<file path="config.mk">
export PLATFORM = sky130hd
export DESIGN_NAME = wav_header_parser_unit_flat
export DESIGN_NICKNAME = d
export VERILOG_FILES = /design/src/design/whp_pkg.sv /design/src/design/whp_in_if.sv /design/src/design/whp_out_if.sv /design/src/design/whp_divider.sv /design/src/design/wav_header_parser_unit.sv /design/src/flat_wrapper.sv
export SDC_FILE = /design/constraint.sdc
export NUM_CORES = 1
export LEC_CHECK = 0
export ABC_AREA = 1
export BUFFER_PORTS_ARGS = -buffer_cell sky130_fd_sc_hd__buf_2
export CAP_MARGIN = 30
export CORE_MARGIN = 2
export CORE_UTILIZATION = 60
export CTS_BUF_LIST = sky130_fd_sc_hd__clkbuf_2
export CTS_CLUSTER_DIAMETER = 50
export DETAILED_ROUTE_END_ITERATION = 16
export PLACE_DENSITY_LB_ADDON = 0.08
export SYNTH_ARGS = -nofsm -noshare
export SYNTH_HDL_FRONTEND = slang
export SYNTH_SLANG_ARGS = --single-unit
</file>
<file path="constraint.sdc">
create_clock -name clk -period 7.24 [get_ports clk]
set_input_delay 1.448 -clock clk [delete_from_list [all_inputs] [get_ports clk]]
set_output_delay 1.448 -clock clk [all_outputs]
set_load 0.005 [all_outputs]
</file>
<file path="src/design/whp_pkg.sv">
`default_nettype none
// ----------------------------------------------------------------------------
// whp_pkg
// Types and constants shared by the WAV header parser.
// ----------------------------------------------------------------------------
package whp_pkg;

	localparam logic [31:0] TAG_RIFF     = 32'h5249_4646;
	localparam logic [31:0] TAG_DATA     = 32'h6461_7461;
	localparam int          OFF_CH_LO    = 'h16;
	localparam int          OFF_RATE_LO  = 'h18;
	localparam int          OFF_ALIGN_LO = 'h20;
	localparam int          OFF_BPS_LO   = 'h22;
	localparam int          OFF_SEARCH   = 'h24;
	localparam int          OFF_LENGTH   = 'h28;
	localparam int          HEADER_BYTES = 'h2C;
	localparam int          RATE_MIN     = 2000;
	localparam int          RATE_MAX     = 100000;
	localparam int          OFFSET_MASK  = 'hFF;

	typedef enum logic [2:0] {
		ERR_NONE     = 3'd0,
		ERR_NOT_RIFF = 3'd1,
		ERR_NO_TAG   = 3'd2,
		ERR_TOO_LONG = 3'd3,
		ERR_CHANNELS = 3'd4,
		ERR_RATE     = 3'd5,
		ERR_ZERO     = 3'd6
	} err_t;

	typedef struct packed {
		logic [7:0] data_byte;
		logic       file_start;
	} in_t;

	typedef struct packed {
		logic        ok;
		err_t        error_code;
		logic [15:0] channels;
		logic [15:0] rate_hz;
		logic [15:0] block_align;
		logic [15:0] bits_per_sample;
		logic [31:0] data_length;
		logic [31:0] sample_count;
		logic [7:0]  tag_offset;
	} out_t;

	typedef struct packed {
		logic        start;
		logic [31:0] dividend;
		logic [15:0] divisor;
	} div_req_t;

	typedef struct packed {
		logic        done;
		logic [31:0] quotient;
	} div_rsp_t;

endpackage
`default_nettype wire

</file>
<file path="src/design/whp_in_if.sv">
`default_nettype none
// ----------------------------------------------------------------------------
// whp_in_if
// Byte channel into the parser: valid, ready and one byte word.
// ----------------------------------------------------------------------------
interface whp_in_if import whp_pkg::*; ();
	logic valid;
	logic ready;
	in_t  data;

	modport source (output valid, output data, input ready);
	modport sink (input valid, input data, output ready);
endinterface
`default_nettype wire

</file>
<file path="src/design/whp_out_if.sv">
`default_nettype none
// ----------------------------------------------------------------------------
// whp_out_if
// Verdict channel out of the parser: valid, ready and one result word.
// ----------------------------------------------------------------------------
interface whp_out_if import whp_pkg::*; ();
	logic valid;
	logic ready;
	out_t data;

	modport source (output valid, output data, input ready);
	modport sink (input valid, input data, output ready);
endinterface
`default_nettype wire

</file>
<file path="src/design/whp_divider.sv">
`default_nettype none
// ----------------------------------------------------------------------------
// whp_divider
// Restoring divider, 32-bit dividend by 16-bit divisor, one quotient bit
// per cycle. The quotient holds with done set until the next start.
// ----------------------------------------------------------------------------
module whp_divider import whp_pkg::*; (
	input  wire logic     clk,
	input  wire logic     arst_n,
	input  wire div_req_t req,
	output div_rsp_t      rsp
);

	logic        busy_q;
	logic        done_q;
	logic [4:0]  cnt_q;
	logic [31:0] quo_q;
	logic [15:0] rem_q;
	logic [15:0] div_q;

	logic [16:0] trial;
	logic        ge;
	logic [16:0] diff;

	always_comb begin
		trial = {rem_q, quo_q[31]};
		ge    = trial >= {1'b0, div_q};
		diff  = trial - {1'b0, div_q};
	end

	always_ff @(posedge clk or negedge arst_n) begin
		if (!arst_n) begin
			busy_q <= 1'b0;
			done_q <= 1'b0;
			cnt_q  <= '0;
			quo_q  <= '0;
			rem_q  <= '0;
			div_q  <= '0;
		end else if (req.start) begin
			busy_q <= 1'b1;
			done_q <= 1'b0;
			cnt_q  <= '0;
			quo_q  <= req.dividend;
			rem_q  <= '0;
			div_q  <= req.divisor;
		end else if (busy_q) begin
			rem_q <= ge ? diff[15:0] : trial[15:0];
			quo_q <= {quo_q[30:0], ge};
			cnt_q <= cnt_q + 5'd1;
			if (cnt_q == 5'd31) begin
				busy_q <= 1'b0;
				done_q <= 1'b1;
			end
		end
	end

	assign rsp.done     = done_q;
	assign rsp.quotient = quo_q;

endmodule
`default_nettype wire

</file>
<file path="src/design/wav_header_parser_unit.sv">
`default_nettype none
// Timing: a verdict is registered and shown in the cycle after the deciding
// byte; a sample count, when needed, follows once the divider is done.
// Throughput: one byte per cycle; the divider stalls the byte input once per
// file that reaches the division, until its quotient is loaded. Ready also
// waits on a held result.
// Reset: asynchronous, active low; clears control state and total_size, and
// the parser stays idle until a byte marked file_start.
// ----------------------------------------------------------------------------
// wav_header_parser_unit
// Byte-serial RIFF/WAV header parser with an iterative sample-count divider.
// ----------------------------------------------------------------------------
module wav_header_parser_unit import whp_pkg::*; #(
	parameter int SEARCH_SPAN = 256
) (
	input  wire logic        clk,
	input  wire logic        arst_n,
	input  wire logic        cfg_we,
	input  wire logic [31:0] cfg_wdata,
	whp_in_if.sink           in_ch,
	whp_out_if.source        out_ch
);

	localparam int PW = $clog2(HEADER_BYTES + SEARCH_SPAN + 1);
	localparam logic [PW-1:0] P_RIFF_END   = PW'(3);
	localparam logic [PW-1:0] P_CH_LO      = PW'(OFF_CH_LO);
	localparam logic [PW-1:0] P_CH_HI      = PW'(OFF_CH_LO + 1);
	localparam logic [PW-1:0] P_RATE_LO    = PW'(OFF_RATE_LO);
	localparam logic [PW-1:0] P_RATE_HI    = PW'(OFF_RATE_LO + 1);
	localparam logic [PW-1:0] P_ALIGN_LO   = PW'(OFF_ALIGN_LO);
	localparam logic [PW-1:0] P_ALIGN_HI   = PW'(OFF_ALIGN_LO + 1);
	localparam logic [PW-1:0] P_BPS_LO     = PW'(OFF_BPS_LO);
	localparam logic [PW-1:0] P_BPS_HI     = PW'(OFF_BPS_LO + 1);
	localparam logic [PW-1:0] P_SEARCH_END = PW'(OFF_LENGTH - 1);
	localparam logic [PW-1:0] P_LAST       = PW'(OFF_LENGTH - 1 + SEARCH_SPAN - 1);

	typedef enum logic {S_RUN, S_DIV} state_t;

	state_t      state_q;
	logic        done_q;
	logic [PW-1:0] pos_q;
	logic [31:0] win_q;
	logic [15:0] ch_q, rate_q, align_q, bps_q;
	logic [31:0] len_q;
	logic        found_q;
	logic [1:0]  k_q;
	logic [7:0]  off_q;
	logic [31:0] total_q;
	logic        out_valid_q;
	out_t        out_q;

	div_req_t    div_req;
	div_rsp_t    div_rsp;

	logic        in_fire, act, start;
	logic [7:0]  b;
	logic [PW-1:0] p, idx;
	logic [31:0] win_n;
	logic [15:0] ch_n, rate_n, align_n, bps_n;
	logic [31:0] len_n;
	logic        found_n;
	logic [1:0]  k_n;
	logic [7:0]  off_n;
	logic        done_n;
	logic        res_load;
	out_t        res;
	logic        too_long, ch_bad, rate_bad;
	logic [15:0] divisor;
	logic        go_div;
	logic        div_out;

	assign in_ch.ready = (state_q == S_RUN) && (!out_valid_q || out_ch.ready);
	assign in_fire     = in_ch.valid && in_ch.ready;
	assign start       = in_ch.data.file_start;
	assign b           = in_ch.data.data_byte;
	assign act         = in_fire && (start || !done_q);

	always_comb begin
		p       = start ? '0 : pos_q;
		idx     = p - P_SEARCH_END;
		win_n   = {(start ? 24'd0 : win_q[23:0]), b};
		ch_n    = start ? 16'd0 : ch_q;
		rate_n  = start ? 16'd0 : rate_q;
		align_n = start ? 16'd0 : align_q;
		bps_n   = start ? 16'd0 : bps_q;
		len_n   = start ? 32'd0 : len_q;
		found_n = start ? 1'b0 : found_q;
		k_n     = start ? 2'd0 : k_q;
		off_n   = start ? 8'd0 : off_q;
		done_n  = 1'b0;
		res_load = 1'b0;
		go_div   = 1'b0;
		res      = '0;
		too_long = 1'b0;
		ch_bad   = 1'b0;
		rate_bad = 1'b0;
		divisor  = '0;

		if (p == P_RIFF_END && win_n != TAG_RIFF) begin
			ch_n     = '0;
			rate_n   = '0;
			align_n  = '0;
			bps_n    = '0;
			done_n   = 1'b1;
			res_load = 1'b1;
			res.error_code = ERR_NOT_RIFF;
		end else begin
			case (p)
				P_CH_LO:    ch_n[7:0]     = b;
				P_CH_HI:    ch_n[15:8]    = b;
				P_RATE_LO:  rate_n[7:0]   = b;
				P_RATE_HI:  rate_n[15:8]  = b;
				P_ALIGN_LO: align_n[7:0]  = b;
				P_ALIGN_HI: align_n[15:8] = b;
				P_BPS_LO:   bps_n[7:0]    = b;
				P_BPS_HI:   bps_n[15:8]   = b;
				default: ;
			endcase

			res.channels        = ch_n;
			res.rate_hz         = rate_n;
			res.block_align     = align_n;
			res.bits_per_sample = bps_n;

			if (!found_n) begin
				if (p >= P_SEARCH_END) begin
					if (win_n == TAG_DATA) begin
						found_n = 1'b1;
						off_n   = 8'(idx) & 8'(OFFSET_MASK);
					end else if (p == P_LAST) begin
						done_n   = 1'b1;
						res_load = 1'b1;
						res.error_code = ERR_NO_TAG;
					end
				end
			end else begin
				case (k_n)
					2'd0:    len_n[7:0]   = b;
					2'd1:    len_n[15:8]  = b;
					2'd2:    len_n[23:16] = b;
					default: len_n[31:24] = b;
				endcase
				k_n = k_n + 2'd1;
				if (k_q == 2'd3 && !start) begin
					done_n   = 1'b1;
					too_long = ({1'b0, len_n} + 33'(HEADER_BYTES)) > {1'b0, total_q};
					ch_bad   = (ch_n != 16'd1) && (ch_n != 16'd2);
					rate_bad = ({1'b0, rate_n} > 17'(RATE_MAX)) ||
						(rate_n < 16'(RATE_MIN));
					divisor  = (ch_n == 16'd2) ? {2'd0, bps_n[15:2]} : {3'd0, bps_n[15:3]};
					res.data_length = len_n;
					res.tag_offset  = off_n;
					if (too_long) begin
						res_load = 1'b1;
						res.error_code = ERR_TOO_LONG;
					end else if (ch_bad) begin
						res_load = 1'b1;
						res.error_code = ERR_CHANNELS;
					end else if (rate_bad) begin
						res_load = 1'b1;
						res.error_code = ERR_RATE;
					end else if (divisor == 16'd0) begin
						res_load = 1'b1;
						res.error_code = ERR_ZERO;
					end else begin
						go_div = 1'b1;
					end
				end
			end
		end
		res.ok = (res.error_code == ERR_NONE);
	end

	assign div_req.start    = act && go_div;
	assign div_req.dividend = len_n;
	assign div_req.divisor  = divisor;

	assign div_out = (state_q == S_DIV) && div_rsp.done && (!out_valid_q || out_ch.ready);

	whp_divider u_div (
		.clk    (clk),
		.arst_n (arst_n),
		.req    (div_req),
		.rsp    (div_rsp)
	);

	always_ff @(posedge clk or negedge arst_n) begin
		if (!arst_n) begin
			state_q     <= S_RUN;
			done_q      <= 1'b1;
			pos_q       <= '0;
			win_q       <= '0;
			ch_q        <= '0;
			rate_q      <= '0;
			align_q     <= '0;
			bps_q       <= '0;
			len_q       <= '0;
			found_q     <= 1'b0;
			k_q         <= '0;
			off_q       <= '0;
			total_q     <= '0;
			out_valid_q <= 1'b0;
			out_q       <= '0;
		end else begin
			if (cfg_we)
				total_q <= cfg_wdata;

			if (act) begin
				pos_q   <= p + PW'(1);
				win_q   <= win_n;
				ch_q    <= ch_n;
				rate_q  <= rate_n;
				align_q <= align_n;
				bps_q   <= bps_n;
				len_q   <= len_n;
				found_q <= found_n;
				k_q     <= k_n;
				off_q   <= off_n;
				done_q  <= done_n;
				if (go_div)
					state_q <= S_DIV;
			end

			if (act && res_load) begin
				out_valid_q <= 1'b1;
				out_q       <= res;
			end else if (div_out) begin
				state_q                <= S_RUN;
				out_valid_q            <= 1'b1;
				out_q.channels         <= ch_q;
				out_q.rate_hz          <= rate_q;
				out_q.block_align      <= align_q;
				out_q.bits_per_sample  <= bps_q;
				out_q.data_length      <= len_q;
				out_q.tag_offset       <= off_q;
				out_q.sample_count     <= div_rsp.quotient;
				out_q.error_code       <= (div_rsp.quotient == 32'd0) ? ERR_ZERO : ERR_NONE;
				out_q.ok               <= (div_rsp.quotient != 32'd0);
			end else if (out_valid_q && out_ch.ready) begin
				out_valid_q <= 1'b0;
			end
		end
	end

	assign out_ch.valid = out_valid_q;
	assign out_ch.data  = out_q;

endmodule
`default_nettype wire

</file>
<file path="src/flat_wrapper.sv">
// flat-port wrapper written by rule: the top's interface ports become plain ports
module wav_header_parser_unit_flat import whp_pkg::*;
#(
	parameter int SEARCH_SPAN = 256
)
  (clk, arst_n, cfg_we, cfg_wdata, in_ch_valid, in_ch_data, in_ch_ready, out_ch_valid, out_ch_data, out_ch_ready);
  whp_in_if in_ch_i ();
  whp_out_if out_ch_i ();
  input  wire logic clk;
  input  wire logic arst_n;
  input  wire logic cfg_we;
  input  wire logic [31:0] cfg_wdata;
  input wire logic [$bits(in_ch_i.valid)-1:0] in_ch_valid;
  input wire logic [$bits(in_ch_i.data)-1:0] in_ch_data;
  output wire logic [$bits(in_ch_i.ready)-1:0] in_ch_ready;
  output wire logic [$bits(out_ch_i.valid)-1:0] out_ch_valid;
  output wire logic [$bits(out_ch_i.data)-1:0] out_ch_data;
  input wire logic [$bits(out_ch_i.ready)-1:0] out_ch_ready;
  assign in_ch_i.valid = in_ch_valid;
  assign in_ch_i.data = in_ch_data;
  assign in_ch_ready = in_ch_i.ready;
  assign out_ch_valid = out_ch_i.valid;
  assign out_ch_data = out_ch_i.data;
  assign out_ch_i.ready = out_ch_ready;
  wav_header_parser_unit #(.SEARCH_SPAN(SEARCH_SPAN)) u_core (.clk(clk), .arst_n(arst_n), .cfg_we(cfg_we), .cfg_wdata(cfg_wdata), .in_ch(in_ch_i), .out_ch(out_ch_i));
endmodule
</file>
==> flow_summary_export.csv, run 1 <==
group,metric,value,unit
placed_design,port_buffers,187,
worst_setup_path,path_common_cell,"nand2_1",
global_routing,grt_max_degree,241,
cells_and_area,multi_input_area,10400,µm²
logic_synthesis,yosys.area_share.xor_xnor,0.0156,
clock_tree,post-cts-setup-buffers,0,
sta,fin_crit_sh,0.839,
drt,avgRoutedWirePerCell,18.0,µm
sta,tightestPinTransition,1.13,ns
worst_setup_path,cpMaxStageDelayCell,"inv_2",
worst_setup_path,ff2ff_path_depth,33,
clock_tree,cts_tree,"done",
sta,setup_violations,0,
power,internal_power,3.52,mW
power,p_switching,1.88,mW
outcome,status,"complete, no violations",
logic_synthesis,yosysUniqueCellTypes,50,
sta,min_period,6.07,ns
worst_setup_path,cp_max_fo,40,
cells_and_area,nNetsFinal,3258,
worst_setup_path,r2r-end,"u_core.u_div.quo_q[9]$_DFFE_PN0P_",
drt,ant_nets,0,
floorplan,initial_utilization,0.613,
worst_setup_path,worstSetupPathType,"input port to register",
sta,skew,0.0820,ns
logic_synthesis,ys_ff_latch,384,
clock_tree,htreeDepth,3,
placed_design,dpl_cell_area,23100,µm²
logic_synthesis,yosysSeqAreaShare,0.439,
logic_synthesis,syn_nets,3096,
worst_setup_path,timing.rr.start,"u_core.k_q[0]$_DFFE_PN0P_",
drt,dr.pass1.iters,9,
sta,finalHoldViolations,0,
cells_and_area,drive_above_1_share,0.135,
cells_and_area,post-route-util,0.673,
logic_synthesis,synth_simple_gate_area_frac,0.318,
floorplan,die_x,195,µm
clock_tree,cts.sinks,384,
logic_synthesis,synth_compound_area_frac,0.106,
power,pwr-share-comb,0.221,
power,leakage,12.0,nW
global_routing,antenna_found_initial,3,
sta,clock.fmax,165,MHz
global_routing,grt_util_all_layers,0.353,
sta,drv_slew,0,
cells_and_area,syn_to_final_growth,9.89,%
worst_setup_path,ff2ff_setup_slack,1.25,ns
run,max-cap-violations,0,
logic_synthesis,synthAdderAreaFrac,0.0312,
worst_setup_path,cp.required,8.24,ns
worst_setup_path,start_kind,"input port",
cells_and_area,ff_latch_area,9610,µm²
logic_synthesis,yosysWarnings,0,
clock_tree,clkTransAtPathRegs,0.13,ns
power,switching_share,0.348,
clock_tree,cts_root_buf,"clkbuf_2",
logic_synthesis,synth_top_family_by_area,"simple AND/OR/NAND/NOR gates",
logic_synthesis,synth_flop_cell,"dfrtp_1",
worst_setup_path,worstPathArrival,7.07,ns
drt,drc,0,
clock_tree,ctsResizeCount,0,
floorplan,ios,188,
logic_synthesis,async_reset_ff_frac,1.00,
floorplan,rows,69,
sta,maxSlewHeadroom,0.248,
global_routing,grt_pass1_vias,20000,
power,p_seq_frac,0.491,
min_path,hold_path_class,"input port to async pin",
clock_tree,cts_made_buffers,100,
worst_setup_path,crit_path_max_incr_delay,0.55,ns
worst_setup_path,endpoint_kind,"register",
drt,drt_iter0_markers,2161,
power,ir_drop,0.168,mV
logic_synthesis,syn_area,21900,µm²
placed_design,hpwlAfterDp,44800,µm
cells_and_area,nFillCells,3220,
placed_design,place.gp.congestion,0.963,
floorplan,die_h,195,µm
logic_synthesis,netlist_instances,2996,
clock_tree,cts_hold_buf,0,
global_routing,overflow,0,
power,p_clk_frac,0.288,
cells_and_area,stdcell_area,24100,µm²
sta,rsz0062_at_grt,"no",
sta,final.setup.tns,0,ns
clock_tree,insertion_delay,1.12,ns
drt,vias_per_cell,5.78,
drt,dr_total_vias,21358,
floorplan,core,35700,µm²
global_routing,grt_pass1_wl,107000,µm
logic_synthesis,synth_enable_flop_cells,0,
floorplan,dieArea,38100,µm²
drt,wirelength,66700,µm
power,power.density,224,nW/µm²
logic_synthesis,syn_avg_cell_area,7.31,µm²
logic_synthesis,synthMuxAreaShare,0.000514,
clock_tree,clockBufferDepth,3,
[cell type report]
cell class              count  area share
multi-input cells        2137       0.431
flip-flops and latches    384       0.399
repair buffers            239      0.0620
inverters                 296      0.0463
clock buffers             150      0.0312
well taps                 461      0.0240
clock inverters            22     0.00624
diodes                      5    0.000520
[logic make-up after synthesis]
kind of cell	count (synthesis)
AOI/OAI and AO/OA	438
xor gates and xnor gates	39
adders and majority gates	54
buffers and inverters	475
DFF	384
muxes	1
and+or+nand+nor	1605
[how the worst max path moves through the flow]
stage,from,end,slack (ns),depth (start not counted)
2_1_floorplan,in_ch_data[0],u_core.u_div.cnt_q[1]$_DFFE_PN0P_,1.11,36
3_3_place_gp,in_ch_data[0],u_core.out_ch.data[48]$_DFFE_PN0P_,0.46,37
3_5_place_dp,in_ch_data[0],u_core.u_div.rem_q[7]$_DFFE_PN0P_,0.29,35
4_1_cts,in_ch_data[0],u_core.u_div.quo_q[9]$_DFFE_PN0P_,1.41,35
5_1_grt,in_ch_data[0],u_core.u_div.rem_q[6]$_DFFE_PN0P_,0.67,35
6_report,in_ch_data[0],u_core.u_div.quo_q[9]$_DFFE_PN0P_,1.17,35
[cells in the final DEF, fill, tap and decap left out, types with 9 or more instances in the layout]
cell type	instances
nand2_1	881
dfrtp_1	383
nand3_1	349
o21ai_0	304
inv_1	284
nor2_1	200
buf_2	186
clkbuf_2	150
nand4_1	91
a21oi_1	67
ha_1	53
buf_4	42
xor2_1	29
nor3_1	27
nor4_1	25
clkinv_1	18
o22ai_1	11
o211ai_1	11
xnor2_1	10
o21ai_1	9
[power by group through the flow]
stage	clock network [mW]	registers, mW	logic [mW]
4_1_cts	1.59	2.65	1.18
5_1_grt	1.70	2.68	1.33
6_report	1.56	2.65	1.19
3_5_place_dp	0	2.69	1.18
3_3_place_gp	0	2.68	1.15
2_1_floorplan	0	2.66	0.642
[Yosys cell counts (4+ instances only)]
cell | n | area [µm²]
buf_1 | 16 | 60.1
nand4_1 | 91 | 569
a31oi_1 | 7 | 43.8
buf_4 | 16 | 120
buf_6 | 11 | 124
nor3_1 | 27 | 135
dfrtp_1 | 383 | 9580
buf_2 | 27 | 135
o21ai_1 | 9 | 45.0
nor4_1 | 25 | 156
o21ai_0 | 304 | 1520
ha_1 | 53 | 663
nand3_1 | 350 | 1750
a21oi_1 | 68 | 340
nand2_1 | 881 | 3310
nand3b_1 | 4 | 30.0
nand2_2 | 8 | 50.1
o22ai_1 | 11 | 68.8
clkbuf_1 | 109 | 409
o21bai_1 | 6 | 45.0
xnor2_1 | 10 | 87.6
inv_2 | 6 | 22.5
xor2_1 | 29 | 254
o31ai_1 | 7 | 52.6
inv_1 | 286 | 1070
nor2_1 | 201 | 754
o211ai_1 | 11 | 82.6
[through the flow]
step | std cells | hold WS, ns | setup slack (ns) | power (mW)
2_1_floorplan | 2996 | 0.442 | 1.11 | 3.31
3_3_place_gp | 3513 | 0.458 | 0.465 | 3.83
3_5_place_dp | 3516 | 0.463 | 0.293 | 3.87
4_1_cts | 3688 | 0.383 | 1.41 | 5.42
5_1_grt | 3691 | 0.397 | 0.667 | 5.71
6_report | 3694 | 0.395 | 1.17 | 5.40
[sequential cells by signal, summed over array words and instances (netlist names), 24 cells and up]
register and flops:
u_core.out_ch.data 140, u_core.len_q 32, u_core.total_q 32, u_core.u_div.quo_q 32, u_core.win_q 24
[per-layer routing]
layer	vias to the layer above	GRT usage	share of wire
met5	-	0	0
met1	9988	0.504	0.43
met2	1019	0.525	0.43
met4	0	0.146	0.034
li1	10180	-	-
met3	171	0.0748	0.096
[worst max-delay path, delay by kind of cell]
kind | cells | cell delay, ns
AOI/OAI and AO/OA | 2 | 0.30
buffers and inverters | 6 | 1.01
xor gates and xnor gates | 1 | 0.17
and+or+nand+nor | 24 | 3.61
adders and majority gates | 2 | 0.51
Power figures use the tool's default switching activity.
==> run 2, diff against run 1 <==
--- a/config.mk
+++ b/config.mk
@@ -9,7 +9,7 @@
 export BUFFER_PORTS_ARGS = -buffer_cell sky130_fd_sc_hd__buf_2
 export CAP_MARGIN = 30
 export CORE_MARGIN = 2
-export CORE_UTILIZATION = 60
+export CORE_UTILIZATION = 56
 export CTS_BUF_LIST = sky130_fd_sc_hd__clkbuf_2
 export CTS_CLUSTER_DIAMETER = 50
 export DETAILED_ROUTE_END_ITERATION = 16
==> constraint.sdc (replaced) <==
create_clock -name clk -period 5.26 [get_ports clk]
set_input_delay 1.052 -clock clk [delete_from_list [all_inputs] [get_ports clk]]
set_output_delay 1.052 -clock clk [all_outputs]
set_load 0.005 [all_outputs]
==> flow_summary_export.csv, run 2 (synthesized netlist as in run 1, its figures left out) <==
group,metric,value,unit
outcome,status,"complete, no violations",
sta,min_period,5.04,ns
cells_and_area,drive_above_1_share,0.191,
power,pwr-share-comb,0.242,
worst_setup_path,crit_path_max_incr_delay,0.51,ns
global_routing,grt_pass1_wl,111000,µm
global_routing,antenna_found_initial,3,
drt,vias_per_cell,5.63,
sta,setup_violations,0,
min_path,whs_path_depth,3,
placed_design,port_buffers,187,
worst_setup_path,critical_path_buf_inv_count,6,
power,switching_share,0.348,
power,p_clk_frac,0.279,
floorplan,dieArea,40700,µm²
clock_tree,clkTransAtPathRegs,0.11,ns
run,max-cap-violations,0,
global_routing,grt_util_all_layers,0.342,
clock_tree,cts_made_buffers,101,
drt,ant_nets,0,
clock_tree,clockBufferDepth,3,
worst_setup_path,crit_family,"simple AND/OR/NAND/NOR gates",
floorplan,core,38600,µm²
worst_setup_path,ff2ff_path_depth,32,
floorplan,ios,188,
sta,drv_slew,0,
cells_and_area,nFillCells,3492,
cells_and_area,largest_register_ffs,140,
placed_design,hpwlAfterDp,48100,µm
power,power.density,298,nW/µm²
global_routing,grt_pass1_vias,21117,
clock_tree,insertion_delay,1.13,ns
drt,avgRoutedWirePerCell,17.7,µm
cells_and_area,post-route-util,0.666,
worst_setup_path,cp.required,6.21,ns
cells_and_area,syn_to_final_growth,17.5,%
power,leakage,13.0,nW
cells_and_area,nNetsFinal,3403,
clock_tree,cts_root_buf,"clkbuf_2",
worst_setup_path,path_common_cell,"nand2_1",
floorplan,initial_utilization,0.567,
min_path,hold_path_class,"input port to register",
sta,clock.fmax,199,MHz
sta,skew,0.0775,ns
drt,drt_iter0_markers,1896,
cells_and_area,final_common_cell,"nand2_1",
cells_and_area,final_cells,3893,
clock_tree,cts_tree,"done",
drt,wirelength,69000,µm
clock_tree,htreeDepth,3,
clock_tree,cts.sinks,384,
sta,fin_crit_sh,0.957,
placed_design,dp.cells,3709,
floorplan,rows,72,
sta,finalHoldViolations,0,
sta,maxSlewHeadroom,0.298,
floorplan,die_h,202,µm
global_routing,grt_max_degree,241,
power,ir_drop,0.225,mV
cells_and_area,mostFrequentLayoutCells,"nand2_1, dfrtp_1, o21ai_0, nand3_1, inv_1",
sta,tightestPinTransition,1.04,ns
drt,dr.pass1.iters,5,
floorplan,die_x,202,µm
power,p_switching,2.67,mW
worst_setup_path,path_depth,32,
power,power.total,7.67,mW
worst_setup_path,cpMaxStageDelayCell,"a2111oi_0",
global_routing,overflow,0,
placed_design,place.gp.congestion,0.977,
worst_setup_path,start_kind,"register",
worst_setup_path,endpoint_kind,"register",
worst_setup_path,worstSetupPathType,"register to register",
worst_setup_path,worstPathArrival,5.98,ns
worst_setup_path,cp_max_fo,15,
drt,dr_total_vias,21930,
power,internal_power,5.00,mW
power,p_seq_frac,0.479,
drt,drc,0,
==> run 2: worst min-delay path, delay by kind of cell <==
kind                   cells  cell delay (ns)
AOI/OAI and AO/OA          1             0.05
and+or+nand+nor            1             0.04
buffers and inverters      1             0.08
==> run 2: metal layers <==
metal  GRT usage  routed length, µm
met2       0.525              31000
met3      0.0722               5750
met4       0.114               2000
met5           0                  0
met1       0.484              30200
==> run 2: timing repair <==
item	in CTS	in global routing
buffers inserted	0	6
resized for setup	0	14
hold buffers	1	0
setup endpoints to repair	0	209
endpoints found under the hold margin	78	0
==> run 2: final timing paths <==
kind	startpoint	to	slack (ns)
setup / recovery	u_core.k_q[0]$_DFFE_PN0P_	u_core.out_ch.data[125]$_DFFE_PN0P_	0.22
hold / removal	cfg_wdata[15]	u_core.total_q[15]$_DFFE_PN0P_	0.18
setup reg to reg	u_core.k_q[0]$_DFFE_PN0P_	u_core.out_ch.data[125]$_DFFE_PN0P_	0.22
hold reg to reg	u_core.len_q[25]$_DFFE_PN0P_	u_core.out_ch.data[65]$_DFFE_PN0P_	0.46
max in group asynchronous	arst_n	u_core.win_q[17]$_DFFE_PN0P_	3.54
min in group asynchronous	arst_n	u_core.out_ch.data[24]$_DFFE_PN0P_	0.56
==> run 2: power by group through the flow <==
| stage | clock network [mW] | registers [mW] | logic (mW) |
|---|---|---|---|
| 6_report | 2.14 | 3.67 | 1.86 |
| 3_3_place_gp | 0 | 3.71 | 1.77 |
| 3_5_place_dp | 0 | 3.72 | 1.83 |
| 2_1_floorplan | 0 | 3.69 | 0.934 |
| 5_1_grt | 2.36 | 3.72 | 2.06 |
| 4_1_cts | 2.19 | 3.67 | 1.84 |
==> run 2: cell type report <==
type,instances,area [µm²],area share
Tap cell,518,648,0.0252
Sequential cell,384,9610,0.374
Inverter,296,1120,0.0436
Clock buffer,146,731,0.0284
Antenna cell,3,7.51,0.000292
Multi-Input combinational cell,2138,10800,0.418
Timing Repair Buffer,382,2680,0.104
Clock inverter,26,183,0.00710
==> run 2: metrics by stage <==
stage	setup slack (ns)	hold slack [ns]	setup TNS (ns)	area [µm²]
2_1_floorplan	-0.153	0.442	-20.12	22400
3_3_place_gp	-0.441	0.457	-81.14	24700
3_5_place_dp	-0.728	0.459	-131.86	24700
4_1_cts	0.0882	0.0782	0	25600
5_1_grt	-0.0505	0.0726	-0.565	25700
6_report	0.224	0.179	0	25700
